==> config.mk <==
export PLATFORM = sky130hd
export DESIGN_NAME = client_presence_table_top
export DESIGN_NICKNAME = d
export VERILOG_FILES = /design/src/sv/cpt_pkg.sv /design/src/sv/client_presence_table_top.sv /design/src/sv/cpt_entry_ram.sv /design/src/sv/cpt_entry_unit.sv /design/src/sv/cpt_ctrl.sv
export SDC_FILE = /design/constraint.sdc
export NUM_CORES = 1
export LEC_CHECK = 0
export BUFFER_PORTS_ARGS = -buffer_cell sky130_fd_sc_hd__buf_2
export CORE_ASPECT_RATIO = 1.75
export CORE_MARGIN = 5
export CORE_UTILIZATION = 45
export CTS_BUF_LIST = sky130_fd_sc_hd__clkbuf_16
export CTS_CLUSTER_DIAMETER = 50
export CTS_CLUSTER_SIZE = 10
export DETAILED_ROUTE_END_ITERATION = 10
export PLACE_DENSITY_LB_ADDON = 0.25
export SETUP_SLACK_MARGIN = 0.1
export SLEW_MARGIN = 20
export SYNTH_ARGS = -nofsm -noshare
export SYNTH_HDL_FRONTEND = slang
export SYNTH_HIERARCHICAL = 1
export SYNTH_SLANG_ARGS = --single-unit
==> constraint.sdc <==
create_clock -name clk -period 11.5 [get_ports clk]
set_input_delay 3.45 -clock clk [delete_from_list [all_inputs] [get_ports clk]]
set_output_delay 3.45 -clock clk [all_outputs]
set_load 0.1 [all_outputs]
==> src/sv/cpt_pkg.sv <==
`timescale 1ns / 1ps
// ---------------------------------------------------------------------------
// cpt_pkg - shared types and constants of the client presence table
// Entry record layout, opcodes, presence codes, sequencer states and the
// saturating counter helper.
// ---------------------------------------------------------------------------
package cpt_pkg;

  localparam int ADDR_W    = 48;
  localparam int CTR_W     = 7;
  localparam int STR_W     = 8;
  localparam int IDX_OUT_W = 4;
  localparam int CNT_OUT_W = 5;
  localparam int PADDR_W   = 3;
  localparam int PDATA_W   = 32;

  localparam logic [CTR_W-1:0] SAT_MAX   = 7'd127;
  localparam logic [CTR_W-1:0] LIMIT_RST = 7'd2;

  // register index decoded from paddr[2]
  localparam logic REG_TIMEOUT = 1'b0;

  typedef enum logic [1:0] {
    OP_INSERT = 2'd0,
    OP_TICK   = 2'd1,
    OP_SIGHT  = 2'd2,
    OP_NONE   = 2'd3
  } opcode_t;

  typedef enum logic [1:0] {
    PS_OFFLINE     = 2'd0,
    PS_ONLINE      = 2'd1,
    PS_NEW_OFFLINE = 2'd2,
    PS_RECONNECT   = 2'd3
  } presence_t;

  typedef enum logic {
    ST_IDLE = 1'b0,
    ST_WALK = 1'b1
  } seq_state_t;

  typedef struct packed {
    logic [ADDR_W-1:0] addr;
    presence_t         pstate;
    logic [CTR_W-1:0]  missed;
    logic [STR_W-1:0]  strength;
  } entry_t;

  // per-entry outcome of the update unit
  typedef struct packed {
    logic wr;
    logic hit;
    logic disc;
    logic recon;
  } upd_ctl_t;

  function automatic logic [CTR_W-1:0] sat_inc(input logic [CTR_W-1:0] v);
    return (v < SAT_MAX) ? CTR_W'(v + 1'b1) : SAT_MAX;
  endfunction

endpackage

==> src/sv/client_presence_table_top.sv <==
`timescale 1ns / 1ps
// ---------------------------------------------------------------------------
// client_presence_table_top - client presence table
// Station address table with presence state, missed-tick aging, sighting
// lookup and saturating disconnect and reconnect counters.
// ---------------------------------------------------------------------------
// results: insert and unused opcode report in the cycle after the request; tick and
//   sighting walk the filled entries one per cycle through the update unit and
//   report when a hit is found or the last filled entry has been processed
// requests: busy stays high during a walk, so no new request is taken until it ends;
//   after an insert the next request can be taken in the following cycle
// reset: table empty, counters zero, timeout_limit 2; entry store not cleared
// ---------------------------------------------------------------------------
module client_presence_table_top #(
  parameter int ENTRIES = 16
) (
  input  logic                                clk,
  input  logic                                rst_n,
  // request channel
  input  logic                                start,
  output logic                                busy,
  input  logic [1:0]                          in_opcode,
  input  logic [cpt_pkg::ADDR_W-1:0]          in_station_address,
  input  logic signed [cpt_pkg::STR_W-1:0]    in_signal_strength,
  // result channel
  output logic                                out_valid,
  output logic                                out_accepted,
  output logic [cpt_pkg::IDX_OUT_W-1:0]       out_entry_index,
  output logic [1:0]                          out_entry_state,
  output logic [cpt_pkg::CNT_OUT_W-1:0]       out_client_count,
  output logic [cpt_pkg::CTR_W-1:0]           out_disconnect_total,
  output logic [cpt_pkg::CTR_W-1:0]           out_reconnect_total,
  // configuration port
  input  logic                                psel,
  input  logic                                penable,
  input  logic                                pwrite,
  input  logic [cpt_pkg::PADDR_W-1:0]         paddr,
  input  logic [cpt_pkg::PDATA_W-1:0]         pwdata,
  output logic [cpt_pkg::PDATA_W-1:0]         prdata,
  output logic                                pready
);

  localparam int CW = $clog2(ENTRIES + 1);
  localparam int IW = (ENTRIES > 1) ? $clog2(ENTRIES) : 1;

  logic [cpt_pkg::CTR_W-1:0] limit_r, limit_nxt;
  logic                      cfg_wr;
  logic                      cfg_sel;

  logic              mem_we;
  logic [IW-1:0]     mem_waddr;
  cpt_pkg::entry_t   mem_wdata;
  logic              mem_re;
  logic [IW-1:0]     mem_raddr;
  cpt_pkg::entry_t   mem_rdata;

  // register decode
  assign pready  = 1'b1;
  assign cfg_sel = (paddr[cpt_pkg::PADDR_W-1] == cpt_pkg::REG_TIMEOUT);
  assign cfg_wr  = psel && penable && pwrite && pready && cfg_sel;

  assign limit_nxt = cfg_wr ? pwdata[cpt_pkg::CTR_W-1:0] : limit_r;

  // timeout limit register
  always_ff @(posedge clk) begin
    if (!rst_n) begin
      limit_r <= cpt_pkg::LIMIT_RST;
    end else begin
      limit_r <= limit_nxt;
    end
  end

  // read back
  assign prdata = cfg_sel ? cpt_pkg::PDATA_W'(limit_r) : '0;

  // entry store
  cpt_entry_ram #(
    .DEPTH (ENTRIES),
    .IW    (IW)
  ) u_ram (
    .clk   (clk),
    .we    (mem_we),
    .waddr (mem_waddr),
    .wdata (mem_wdata),
    .re    (mem_re),
    .raddr (mem_raddr),
    .rdata (mem_rdata)
  );

  // sequencer
  cpt_ctrl #(
    .ENTRIES (ENTRIES),
    .CW      (CW),
    .IW      (IW)
  ) u_ctrl (
    .clk                  (clk),
    .rst_n                (rst_n),
    .start                (start),
    .busy                 (busy),
    .in_opcode            (in_opcode),
    .in_station_address   (in_station_address),
    .in_signal_strength   (in_signal_strength),
    .limit                (limit_r),
    .mem_we               (mem_we),
    .mem_waddr            (mem_waddr),
    .mem_wdata            (mem_wdata),
    .mem_re               (mem_re),
    .mem_raddr            (mem_raddr),
    .mem_rdata            (mem_rdata),
    .out_valid            (out_valid),
    .out_accepted         (out_accepted),
    .out_entry_index      (out_entry_index),
    .out_entry_state      (out_entry_state),
    .out_client_count     (out_client_count),
    .out_disconnect_total (out_disconnect_total),
    .out_reconnect_total  (out_reconnect_total)
  );

endmodule

==> src/sv/cpt_entry_ram.sv <==
`timescale 1ns / 1ps
// ---------------------------------------------------------------------------
// cpt_entry_ram - entry record store
// One write port, one read port with registered read data.
// ---------------------------------------------------------------------------
module cpt_entry_ram #(
  parameter int DEPTH = 16,
  parameter int IW    = 4
) (
  input  logic              clk,
  input  logic              we,
  input  logic [IW-1:0]     waddr,
  input  cpt_pkg::entry_t   wdata,
  input  logic              re,
  input  logic [IW-1:0]     raddr,
  output cpt_pkg::entry_t   rdata
);

  cpt_pkg::entry_t mem [DEPTH];
  cpt_pkg::entry_t rdata_r;

  // write port
  always_ff @(posedge clk) begin
    if (we) begin
      mem[waddr] <= wdata;
    end
  end

  // registered read port
  always_ff @(posedge clk) begin
    if (re) begin
      rdata_r <= mem[raddr];
    end
  end

  assign rdata = rdata_r;

endmodule

==> src/sv/cpt_entry_unit.sv <==
`timescale 1ns / 1ps
// ---------------------------------------------------------------------------
// cpt_entry_unit - shared compare and update unit
// Applies an aging tick or a sighting to one entry record per cycle.
// ---------------------------------------------------------------------------
module cpt_entry_unit (
  input  cpt_pkg::opcode_t                 op,
  input  logic [cpt_pkg::ADDR_W-1:0]       addr,
  input  logic [cpt_pkg::STR_W-1:0]        strength,
  input  logic [cpt_pkg::CTR_W-1:0]        limit,
  input  cpt_pkg::entry_t                  entry_in,
  output cpt_pkg::entry_t                  entry_out,
  output cpt_pkg::upd_ctl_t                ctl
);

  logic [cpt_pkg::CTR_W-1:0] missed_inc;

  // missed count raised up to the limit
  assign missed_inc = (entry_in.missed < limit) ? cpt_pkg::CTR_W'(entry_in.missed + 1'b1)
                                                : entry_in.missed;

  // per-entry update
  always_comb begin
    entry_out = entry_in;
    ctl       = '0;
    case (op)
      cpt_pkg::OP_TICK: begin
        ctl.wr             = 1'b1;
        entry_out.strength = '0;
        if (entry_in.pstate != cpt_pkg::PS_OFFLINE) begin
          entry_out.missed = missed_inc;
          if (missed_inc >= limit) begin
            ctl.disc         = 1'b1;
            entry_out.pstate = cpt_pkg::PS_NEW_OFFLINE;
          end
        end
      end
      cpt_pkg::OP_SIGHT: begin
        if (entry_in.addr == addr) begin
          ctl.wr             = 1'b1;
          ctl.hit            = 1'b1;
          entry_out.strength = strength;
          entry_out.missed   = '0;
          if (entry_in.missed >= limit) begin
            ctl.recon        = 1'b1;
            entry_out.pstate = cpt_pkg::PS_RECONNECT;
          end else begin
            entry_out.pstate = cpt_pkg::PS_ONLINE;
          end
        end
      end
      default: begin
        ctl = '0;
      end
    endcase
  end

endmodule

==> src/sv/cpt_ctrl.sv <==
`timescale 1ns / 1ps
// ---------------------------------------------------------------------------
// cpt_ctrl - request sequencer of the client presence table
// Handles inserts directly and walks the stored entries through the shared
// update unit for ticks and sightings; keeps the fill count and counters.
// ---------------------------------------------------------------------------
module cpt_ctrl #(
  parameter int ENTRIES = 16,
  parameter int CW      = 5,
  parameter int IW      = 4
) (
  input  logic                             clk,
  input  logic                             rst_n,
  input  logic                             start,
  output logic                             busy,
  input  logic [1:0]                       in_opcode,
  input  logic [cpt_pkg::ADDR_W-1:0]       in_station_address,
  input  logic signed [cpt_pkg::STR_W-1:0] in_signal_strength,
  input  logic [cpt_pkg::CTR_W-1:0]        limit,
  // entry store
  output logic                             mem_we,
  output logic [IW-1:0]                    mem_waddr,
  output cpt_pkg::entry_t                  mem_wdata,
  output logic                             mem_re,
  output logic [IW-1:0]                    mem_raddr,
  input  cpt_pkg::entry_t                  mem_rdata,
  // result
  output logic                             out_valid,
  output logic                             out_accepted,
  output logic [cpt_pkg::IDX_OUT_W-1:0]    out_entry_index,
  output logic [1:0]                       out_entry_state,
  output logic [cpt_pkg::CNT_OUT_W-1:0]    out_client_count,
  output logic [cpt_pkg::CTR_W-1:0]        out_disconnect_total,
  output logic [cpt_pkg::CTR_W-1:0]        out_reconnect_total
);

  localparam int IdxOutW = cpt_pkg::IDX_OUT_W;
  localparam int CntOutW = cpt_pkg::CNT_OUT_W;
  localparam logic [CW-1:0] Full = CW'(ENTRIES);

  cpt_pkg::seq_state_t state_r, state_nxt;
  cpt_pkg::opcode_t    op_r, op_nxt;
  logic [cpt_pkg::ADDR_W-1:0] addr_r, addr_nxt;
  logic [cpt_pkg::STR_W-1:0]  str_r, str_nxt;
  logic [CW-1:0]       rd_ptr_r, rd_ptr_nxt;
  logic                pend_r, pend_nxt;
  logic [IW-1:0]       pend_idx_r, pend_idx_nxt;
  logic [CW-1:0]       cnt_r, cnt_nxt;
  logic [cpt_pkg::CTR_W-1:0] disc_r, disc_nxt;
  logic [cpt_pkg::CTR_W-1:0] recon_r, recon_nxt;

  logic                 out_valid_r, out_valid_nxt;
  logic                 out_acc_r, out_acc_nxt;
  logic [IdxOutW-1:0]   out_idx_r, out_idx_nxt;
  logic [1:0]           out_st_r, out_st_nxt;
  logic [CntOutW-1:0]   out_cnt_r, out_cnt_nxt;
  logic [cpt_pkg::CTR_W-1:0] out_disc_r, out_disc_nxt;
  logic [cpt_pkg::CTR_W-1:0] out_recon_r, out_recon_nxt;

  cpt_pkg::opcode_t    in_op;
  cpt_pkg::entry_t     upd_entry;
  cpt_pkg::upd_ctl_t   upd_ctl;
  logic                accept;

  assign in_op  = cpt_pkg::opcode_t'(in_opcode);
  assign busy   = (state_r != cpt_pkg::ST_IDLE);
  assign accept = start && !busy;

  // shared update unit
  cpt_entry_unit u_unit (
    .op        (op_r),
    .addr      (addr_r),
    .strength  (str_r),
    .limit     (limit),
    .entry_in  (mem_rdata),
    .entry_out (upd_entry),
    .ctl       (upd_ctl)
  );

  // control registers
  always_ff @(posedge clk) begin
    if (!rst_n) begin
      state_r     <= cpt_pkg::ST_IDLE;
      pend_r      <= 1'b0;
      cnt_r       <= '0;
      disc_r      <= '0;
      recon_r     <= '0;
      out_valid_r <= 1'b0;
    end else begin
      state_r     <= state_nxt;
      pend_r      <= pend_nxt;
      cnt_r       <= cnt_nxt;
      disc_r      <= disc_nxt;
      recon_r     <= recon_nxt;
      out_valid_r <= out_valid_nxt;
    end
  end

  // payload registers
  always_ff @(posedge clk) begin
    op_r        <= op_nxt;
    addr_r      <= addr_nxt;
    str_r       <= str_nxt;
    rd_ptr_r    <= rd_ptr_nxt;
    pend_idx_r  <= pend_idx_nxt;
    out_acc_r   <= out_acc_nxt;
    out_idx_r   <= out_idx_nxt;
    out_st_r    <= out_st_nxt;
    out_cnt_r   <= out_cnt_nxt;
    out_disc_r  <= out_disc_nxt;
    out_recon_r <= out_recon_nxt;
  end

  // sequencer next state and outputs
  always_comb begin
    state_nxt     = state_r;
    op_nxt        = op_r;
    addr_nxt      = addr_r;
    str_nxt       = str_r;
    rd_ptr_nxt    = rd_ptr_r;
    pend_nxt      = pend_r;
    pend_idx_nxt  = pend_idx_r;
    cnt_nxt       = cnt_r;
    disc_nxt      = disc_r;
    recon_nxt     = recon_r;
    mem_we        = 1'b0;
    mem_waddr     = pend_idx_r;
    mem_wdata     = upd_entry;
    mem_re        = 1'b0;
    mem_raddr     = rd_ptr_r[IW-1:0];
    out_valid_nxt = 1'b0;
    out_acc_nxt   = out_acc_r;
    out_idx_nxt   = out_idx_r;
    out_st_nxt    = out_st_r;
    out_cnt_nxt   = out_cnt_r;
    out_disc_nxt  = out_disc_r;
    out_recon_nxt = out_recon_r;

    case (state_r)
      cpt_pkg::ST_IDLE: begin
        if (accept) begin
          out_acc_nxt = 1'b0;
          out_idx_nxt = '0;
          out_st_nxt  = cpt_pkg::PS_OFFLINE;
          case (in_op)
            // insert appends at the fill count
            cpt_pkg::OP_INSERT: begin
              out_valid_nxt = 1'b1;
              if (cnt_r < Full) begin
                mem_we             = 1'b1;
                mem_waddr          = cnt_r[IW-1:0];
                mem_wdata.addr     = in_station_address;
                mem_wdata.pstate   = cpt_pkg::PS_OFFLINE;
                mem_wdata.missed   = limit;
                mem_wdata.strength = '0;
                cnt_nxt            = CW'(cnt_r + 1'b1);
                out_acc_nxt        = 1'b1;
                out_idx_nxt        = IdxOutW'(cnt_r);
              end
            end
            // tick and sighting walk the table
            cpt_pkg::OP_TICK, cpt_pkg::OP_SIGHT: begin
              op_nxt     = in_op;
              addr_nxt   = in_station_address;
              str_nxt    = in_signal_strength;
              rd_ptr_nxt = '0;
              pend_nxt   = 1'b0;
              state_nxt  = cpt_pkg::ST_WALK;
            end
            default: begin
              out_valid_nxt = 1'b1;
            end
          endcase
        end
      end
      cpt_pkg::ST_WALK: begin
        // issue the next read
        if (rd_ptr_r < cnt_r) begin
          mem_re       = 1'b1;
          rd_ptr_nxt   = CW'(rd_ptr_r + 1'b1);
          pend_nxt     = 1'b1;
          pend_idx_nxt = rd_ptr_r[IW-1:0];
        end else begin
          pend_nxt = 1'b0;
        end
        // process the entry read last cycle
        if (pend_r) begin
          mem_we = upd_ctl.wr;
          if (upd_ctl.disc) begin
            disc_nxt = cpt_pkg::sat_inc(disc_r);
          end
          if (upd_ctl.recon) begin
            recon_nxt = cpt_pkg::sat_inc(recon_r);
          end
          if (upd_ctl.hit) begin
            out_valid_nxt = 1'b1;
            out_acc_nxt   = 1'b1;
            out_idx_nxt   = IdxOutW'(pend_idx_r);
            out_st_nxt    = upd_entry.pstate;
            pend_nxt      = 1'b0;
            state_nxt     = cpt_pkg::ST_IDLE;
          end
        end else if (rd_ptr_r >= cnt_r) begin
          // walk finished without a hit
          out_valid_nxt = 1'b1;
          out_acc_nxt   = (op_r == cpt_pkg::OP_TICK);
          out_idx_nxt   = '0;
          out_st_nxt    = cpt_pkg::PS_OFFLINE;
          state_nxt     = cpt_pkg::ST_IDLE;
        end
      end
      default: begin
        state_nxt = cpt_pkg::ST_IDLE;
      end
    endcase

    // counts after the request go with the result
    if (out_valid_nxt) begin
      out_cnt_nxt   = CntOutW'(cnt_nxt);
      out_disc_nxt  = disc_nxt;
      out_recon_nxt = recon_nxt;
    end
  end

  assign out_valid            = out_valid_r;
  assign out_accepted         = out_acc_r;
  assign out_entry_index      = out_idx_r;
  assign out_entry_state      = out_st_r;
  assign out_client_count     = out_cnt_r;
  assign out_disconnect_total = out_disc_r;
  assign out_reconnect_total  = out_recon_r;

  // fill count never passes the table size
  a_cnt_bound: assert property (@(posedge clk) disable iff (!rst_n)
    cnt_r <= Full)
    else $error("fill count beyond table size");

  // stores only touch filled entries or the next free one
  a_wr_range: assert property (@(posedge clk) disable iff (!rst_n)
    mem_we |-> (CW'(mem_waddr) <= cnt_r))
    else $error("entry write beyond fill count");

  // a pending read only exists during a walk
  a_pend_walk: assert property (@(posedge clk) disable iff (!rst_n)
    pend_r |-> (state_r == cpt_pkg::ST_WALK))
    else $error("pending read outside walk");

  // a result strobe is only seen while the sequencer is idle
  a_res_idle: assert property (@(posedge clk) disable iff (!rst_n)
    out_valid_r |-> (state_r == cpt_pkg::ST_IDLE))
    else $error("result while still walking");

  // a refused or missed request reports index and state zero
  a_miss_zero: assert property (@(posedge clk) disable iff (!rst_n)
    (out_valid_r && !out_acc_r) |-> (out_idx_r == '0 && out_st_r == cpt_pkg::PS_OFFLINE))
    else $error("nonzero index on refused request");

endmodule

Word-level counts from Yosys, hierarchy flattened
Memories as Yosys holds them, arrays and structs flattened. A register that Yosys moved wholly into a read port is not among the register bits.
Index checks and enable logic that the tools add are counted.
- output and inout port bits: 61
- bits in read-only memories: 0
- latch bits: 0
- register bits: 122
- memories kept: 1
- RAM bits: 1040
- word-level logic and storage cells: 140
- $lt $le $gt $ge: 8
- multiplexer cells: 83
- equal/unequal tests: 10
- div/mod/pow operators: 0
- shift operators: 0
- reduce and logical (&&, ||, !) cells: 13
- multiply operators: 0
- add/sub/neg operators: 5
- bitwise operators: 2
- memory list (memory ; depth ; bits a word ; read ports ; clocked after Yosys merged registers in ; wr ports ; line ; RTL):
    u_ram.mem ; 16 ; 65 ; 1 ; 1 ; 1 ; cpt_entry_ram.sv:19 ; cpt_pkg::entry_t mem [DEPTH];
- operators with widths (kind ; number):
    65-bit two-way mux ; 4
    7-bit two-way mux ; 10
    48-bit == test ; 1
    4-bit two-way mux ; 10
    5-bit two-way mux ; 7
    17-bit case mux with 2 select lines ; 1
    1-bit two-way mux ; 33
    7-bit by 1-bit adder with 7-bit output, second input constant ; 3
    17-bit two-way mux ; 1
    7-bit >= comparator ; 2
    7-bit < comparator, second input constant ; 2
    2-bit two-way mux ; 7
    1-bit case mux with 2 select lines ; 6
    5-bit by 1-bit adder with 5-bit output, second input constant ; 2
    5-bit case mux with 2 select lines ; 1
    9-bit two-way mux ; 1
    3-bit AND reduction ; 3
    4-bit case mux with 2 select lines ; 1
    7-bit < comparator ; 1
    3-bit inequality test, second input constant ; 2
    5-bit >= comparator ; 1
    5-bit < comparator ; 1
    5-bit < comparator, second input constant ; 1
    2-bit by 1-bit == test with 1-bit output, second input constant ; 2
    other kinds (11) ; 18

Depth between registers and ports, before layout
- word-level depth: 10
- depth in mapped cells: 19
- depth with buffers taken out: 16

Cells and area by module
The synthesis kept the hierarchy.
- by module, submodules not included (module ; seq. area each (sq um) ; cells an instance ; area each (sq um) ; times used):
    cpt_entry_ram ; 33181.8 ; 1673 ; 40890.5 ; 1
    cpt_ctrl ; 3233.1 ; 364 ; 5071.1 ; 1
    cpt_entry_unit ; 0.0 ; 283 ; 2085.8 ; 1
    client_presence_table_top ; 140.1 ; 66 ; 556.8 ; 1

Least setup slack after synthesis
No wires, ideal clock.
- kind: input-to-reg
- start: input port in_opcode[0]
- end: memory u_ram/mem[0][0] (netlist bit), enable pin
- stages on the path: 8
- path buffers: 2
- path slack: 1436 ps
- arrival: 9496 ps
- library setup time: 568 ps
- data required time: 10932 ps
- path through: inv_1 ha_1 and4bb_2 buf_2 buf_2 mux2_2 or3b_1 nor3_1
- RTL lines (element ; line ; RTL):
    start, declared ; client_presence_table_top.sv:22 ; input logic [1:0] in_opcode,
    2-bit zero test ; cpt_ctrl.sv:145 ; case (in_op)
    4-bit two-way mux ; cpt_ctrl.sv:145 ;
    4-bit two-way mux ; cpt_ctrl.sv:141 ; if (accept) begin
    4-bit two-way mux ; cpt_ctrl.sv:139 ; case (state_r)
    via mem_waddr[2] ; client_presence_table_top.sv:51 ; logic [IW-1:0] mem_waddr;
    end, declared ; cpt_entry_ram.sv:19 ;
The timed path passes the listed nets, and every way through them passes these cells.

Final worst setup path
- start: input port paddr[2] (netlist bit)
- end: output port prdata[5] (netlist bit)
- longest elaborated chain between the ends: 1
- RTL lines (element ; line ; RTL):
    start, declared ; client_presence_table_top.sv:37 ; input logic [cpt_pkg::PADDR_W-1:0] paddr,
    7-bit two-way mux ; client_presence_table_top.sv:74 ; assign prdata = cfg_sel ? cpt_pkg::PDATA_W'(limit_r) : '0;
    end, declared ; client_presence_table_top.sv:39 ; output logic [cpt_pkg::PDATA_W-1:0] prdata,
No other way between the ends.

==> summary.txt <==
Status
  – Status: finished, final reports clean

Global route
  – Initial antenna violation count: 3
  – Largest net degree at the start of global routing: 120
  – Vias in the first global route: approximately 22000
  – Overall routing resource usage: 0.192
  – First-pass GRT wire length: 144000 um
  – Grt ovf: 0

Drt
  – Number of DRC markers in iteration 0: 1670
  – Routed WL: 98600 um
  – Post-route ant nets: 0
  – Total number of vias: 20741
  – DR vias/cell: 5.96
  – Residual DRC: 0
  – Routed wire per std cell: 28.3 um
  – DRT Pass-1 Iters: 5

STA
  – # setup viols final: 0
  – Final hold violation count: 0
  – FMAX: 131 MHz
  – Slew @ Worst Pin: 1.22 ns
  – Setup ws final: 3.84 ns
  – Skew final: 0.0243 ns
  – Period minus WS final: between 7 and 8 ns
  – Setup TNS Final: 0 ns
  – Max-slew violation count: 0
  – Final worst path period share: 0.666
  – Slew margin rel.: 0.183
  – Unrepaired setup endpoints after global routing: false

Cells and area
  – Share of layout cells above drive strength 1: 0.266
  – Filler instances: 7622
  – Finished Layout Cells: ~3500
  – Final Net Count: 2361
  – Area Overhead vs Synth: 10.7%

Clock tree
  – H-tree depth: 3
  – Cts hold-fix bufs: 0
  – PostCTS Resize Cnt: 0
  – CTS tree: built
  – Number of CTS-inserted buffers: 120
  – Clock Pin Slew Worst Setup and Hold Paths: around 0.050 ns
  – Num Clock Sinks: 1083
  – Clk root buf: clkbuf_16
  – Clk buf depth: 3
  – Post-CTS Setup Bufs: 0
  – Clock Latency Late Sink: approximately 0.69 ns

Placement
  – Final RePlAce weighted congestion: ~0.76
  – Cell total after placement: 3328
  – Dpl hpwl: 51100 um
  – Place WS: around 3.8 ns
  – Number of I/O port buffers: between 90 and 100

Logic synthesis
  – Mapped Area: ~0.043 sq mm
  – Syn Area/Cell: 20.2 sq um
  – Yosys warning count: 6
  – Post-synthesis instance total: 2135

Power
  – Clock Power Share: 0.390
  – Sw Pwr: roughly 1800 uW
  – Logic pwr share: 0.077
  – Peak VDD IR: 0.119 mV
  – Switching power share of the total: 0.222
  – Flop pwr share: 0.533
  – Tot Pwr: 8310 uW
  – P per Cell Area: about 170 mW/mm^2
  – Leakage: 0.0154 uW
  – Cell Int Power: 6470 uW

Critical path
  – Critical Path RT: ~8.1 ns
  – Worst setup path category: in -> out
  – Worst Setup End Kind: output pin
  – Reg2Reg Setup Slack: a little over 6 ns
  – Crit path DAT: 4.21 ns
  – Crit Path Max Fanout: 8
  – Startpoint Class: input port

Die
  – Number of top-level design ports: 160
  – Die Height: 419 um
  – Core ar.: ~0.095 sq mm
  – Die width: 244 um
  – Rows: 150
  – Initial Utilization: 0.452
  – Die area: 0.102 sq mm

Job
  – MaxCap Viol Count: 0

Worst hold path
  – Tightest Hold Check Type: reg -> reg
## state kept, by name (all words and copies together), names as in the netlist
| register | flops |
|---|---|
| u_ctrl/recon_r | 7 |
| u_ctrl/pend_r | 1 |
| u_ctrl/out_entry_state | 2 |
| u_ctrl/cnt_r | 5 |
| u_ram/rdata | 57 |
| u_ctrl/addr_r | 48 |
| u_ctrl/out_client_count | 5 |
| u_ctrl/op_r | 2 |
| u_ctrl/out_valid | 1 |
| limit_r | 7 |
| u_ctrl/out_reconnect_total | 7 |
| u_ctrl/out_disconnect_total | 7 |
| u_ram/mem | 912 |
| u_ctrl/rd_ptr_r | 5 |
| u_ctrl/busy | 1 |
| u_ctrl/disc_r | 7 |
| u_ctrl/out_accepted | 1 |
| u_ctrl/pend_idx_r | 4 |
| u_ctrl/out_entry_index | 4 |
## cell usage in the layout (no fill, tap or decap), types with 3 or more instances in the layout
| cell type | count |
|---|---|
| edfxtp_1 | 1054 |
| mux4_2 | 228 |
| clkbuf_16 | 121 |
| a22oi_1 | 115 |
| nand2_1 | 102 |
| buf_2 | 98 |
| mux2_2 | 63 |
| xnor2_1 | 55 |
| inv_1 | 44 |
| buf_4 | 41 |
| dfxtp_1 | 29 |
| ha_1 | 28 |
| conb_1 | 26 |
| a21oi_1 | 25 |
| nand4_1 | 20 |
| nand3_1 | 17 |
| and2_1 | 17 |
| nor2_1 | 16 |
| nor2_4 | 14 |
| o21ai_0 | 13 |
| nor2b_1 | 11 |
| and3_1 | 11 |
| nand2b_1 | 9 |
| a31oi_1 | 9 |
| mux2i_1 | 8 |
| and2b_2 | 7 |
| xor2_1 | 7 |
| nor3_1 | 5 |
| a21o_1 | 5 |
| o21a_1 | 4 |
| nor3_2 | 4 |
| inv_6 | 3 |
| buf_12 | 3 |
| and2_4 | 3 |
| o211a_1 | 3 |
| nand3b_1 | 3 |
## layer usage
layer | routed length (um) | GRT usage
met5 | 0 | 0
met2 | 52300 | 0.344
met4 | 2090 | 0.0516
met1 | 38700 | 0.246
met3 | 5460 | 0.0295
## power groups by stage
stage | combinational [uW] | clock, uW | sequential (uW)
6_report | 638 | 3240 | 4430
5_1_grt | 682 | 3490 | 4430
4_1_cts | 648 | 3320 | 4430
3_5_place_dp | 646 | 0 | 4510
3_3_place_gp | 632 | 0 | 4510
2_1_floorplan | 435 | 0 | 4570
## area by class of cell
cell class | count | area, sq um | area share
sequential | 1083 | 32200 | 0.676
multi-input combinational | 865 | 9770 | 0.205
clock buffer | 121 | 3030 | 0.0635
tap | 1216 | 1520 | 0.0319
antenna | 1 | 2.50 | 0.0000525
clock inverter | 31 | 165 | 0.00347
inverter | 22 | 82.6 | 0.00173
timing repair buffer | 142 | 858 | 0.0180
## path summary, 6_finish.rpt
path / from / end / cells past startpoint
setup / recovery: paddr[2] / prdata[5] / 3
hold / removal: limit_r[4] / limit_r[4] / 2
setup reg to reg: u_ram/rdata[27] / u_ram/mem[11][58] / 9
hold reg to reg: limit_r[4] / limit_r[4] / 2
## critical path, stage by stage
cell and delay (ns):
buf_2 0.13, and2b_2 0.21, buf_2 0.42
## metrics by stage
| step | hold slack, ns | util | cell area, sq um |
|---|---|---|---|
| 6_report | 0.510 | 0.500 | 47700 |
| 5_1_grt | 0.532 | 0.500 | 47700 |
| 4_1_cts | 0.506 | 0.500 | 47700 |
| 3_5_place_dp | 0.498 | 0.466 | 44500 |
| 3_3_place_gp | 0.490 | 0.466 | 44500 |
| 2_1_floorplan | 0.453 | - | 43200 |
Note: power is estimated with default switching activity, not from simulation.
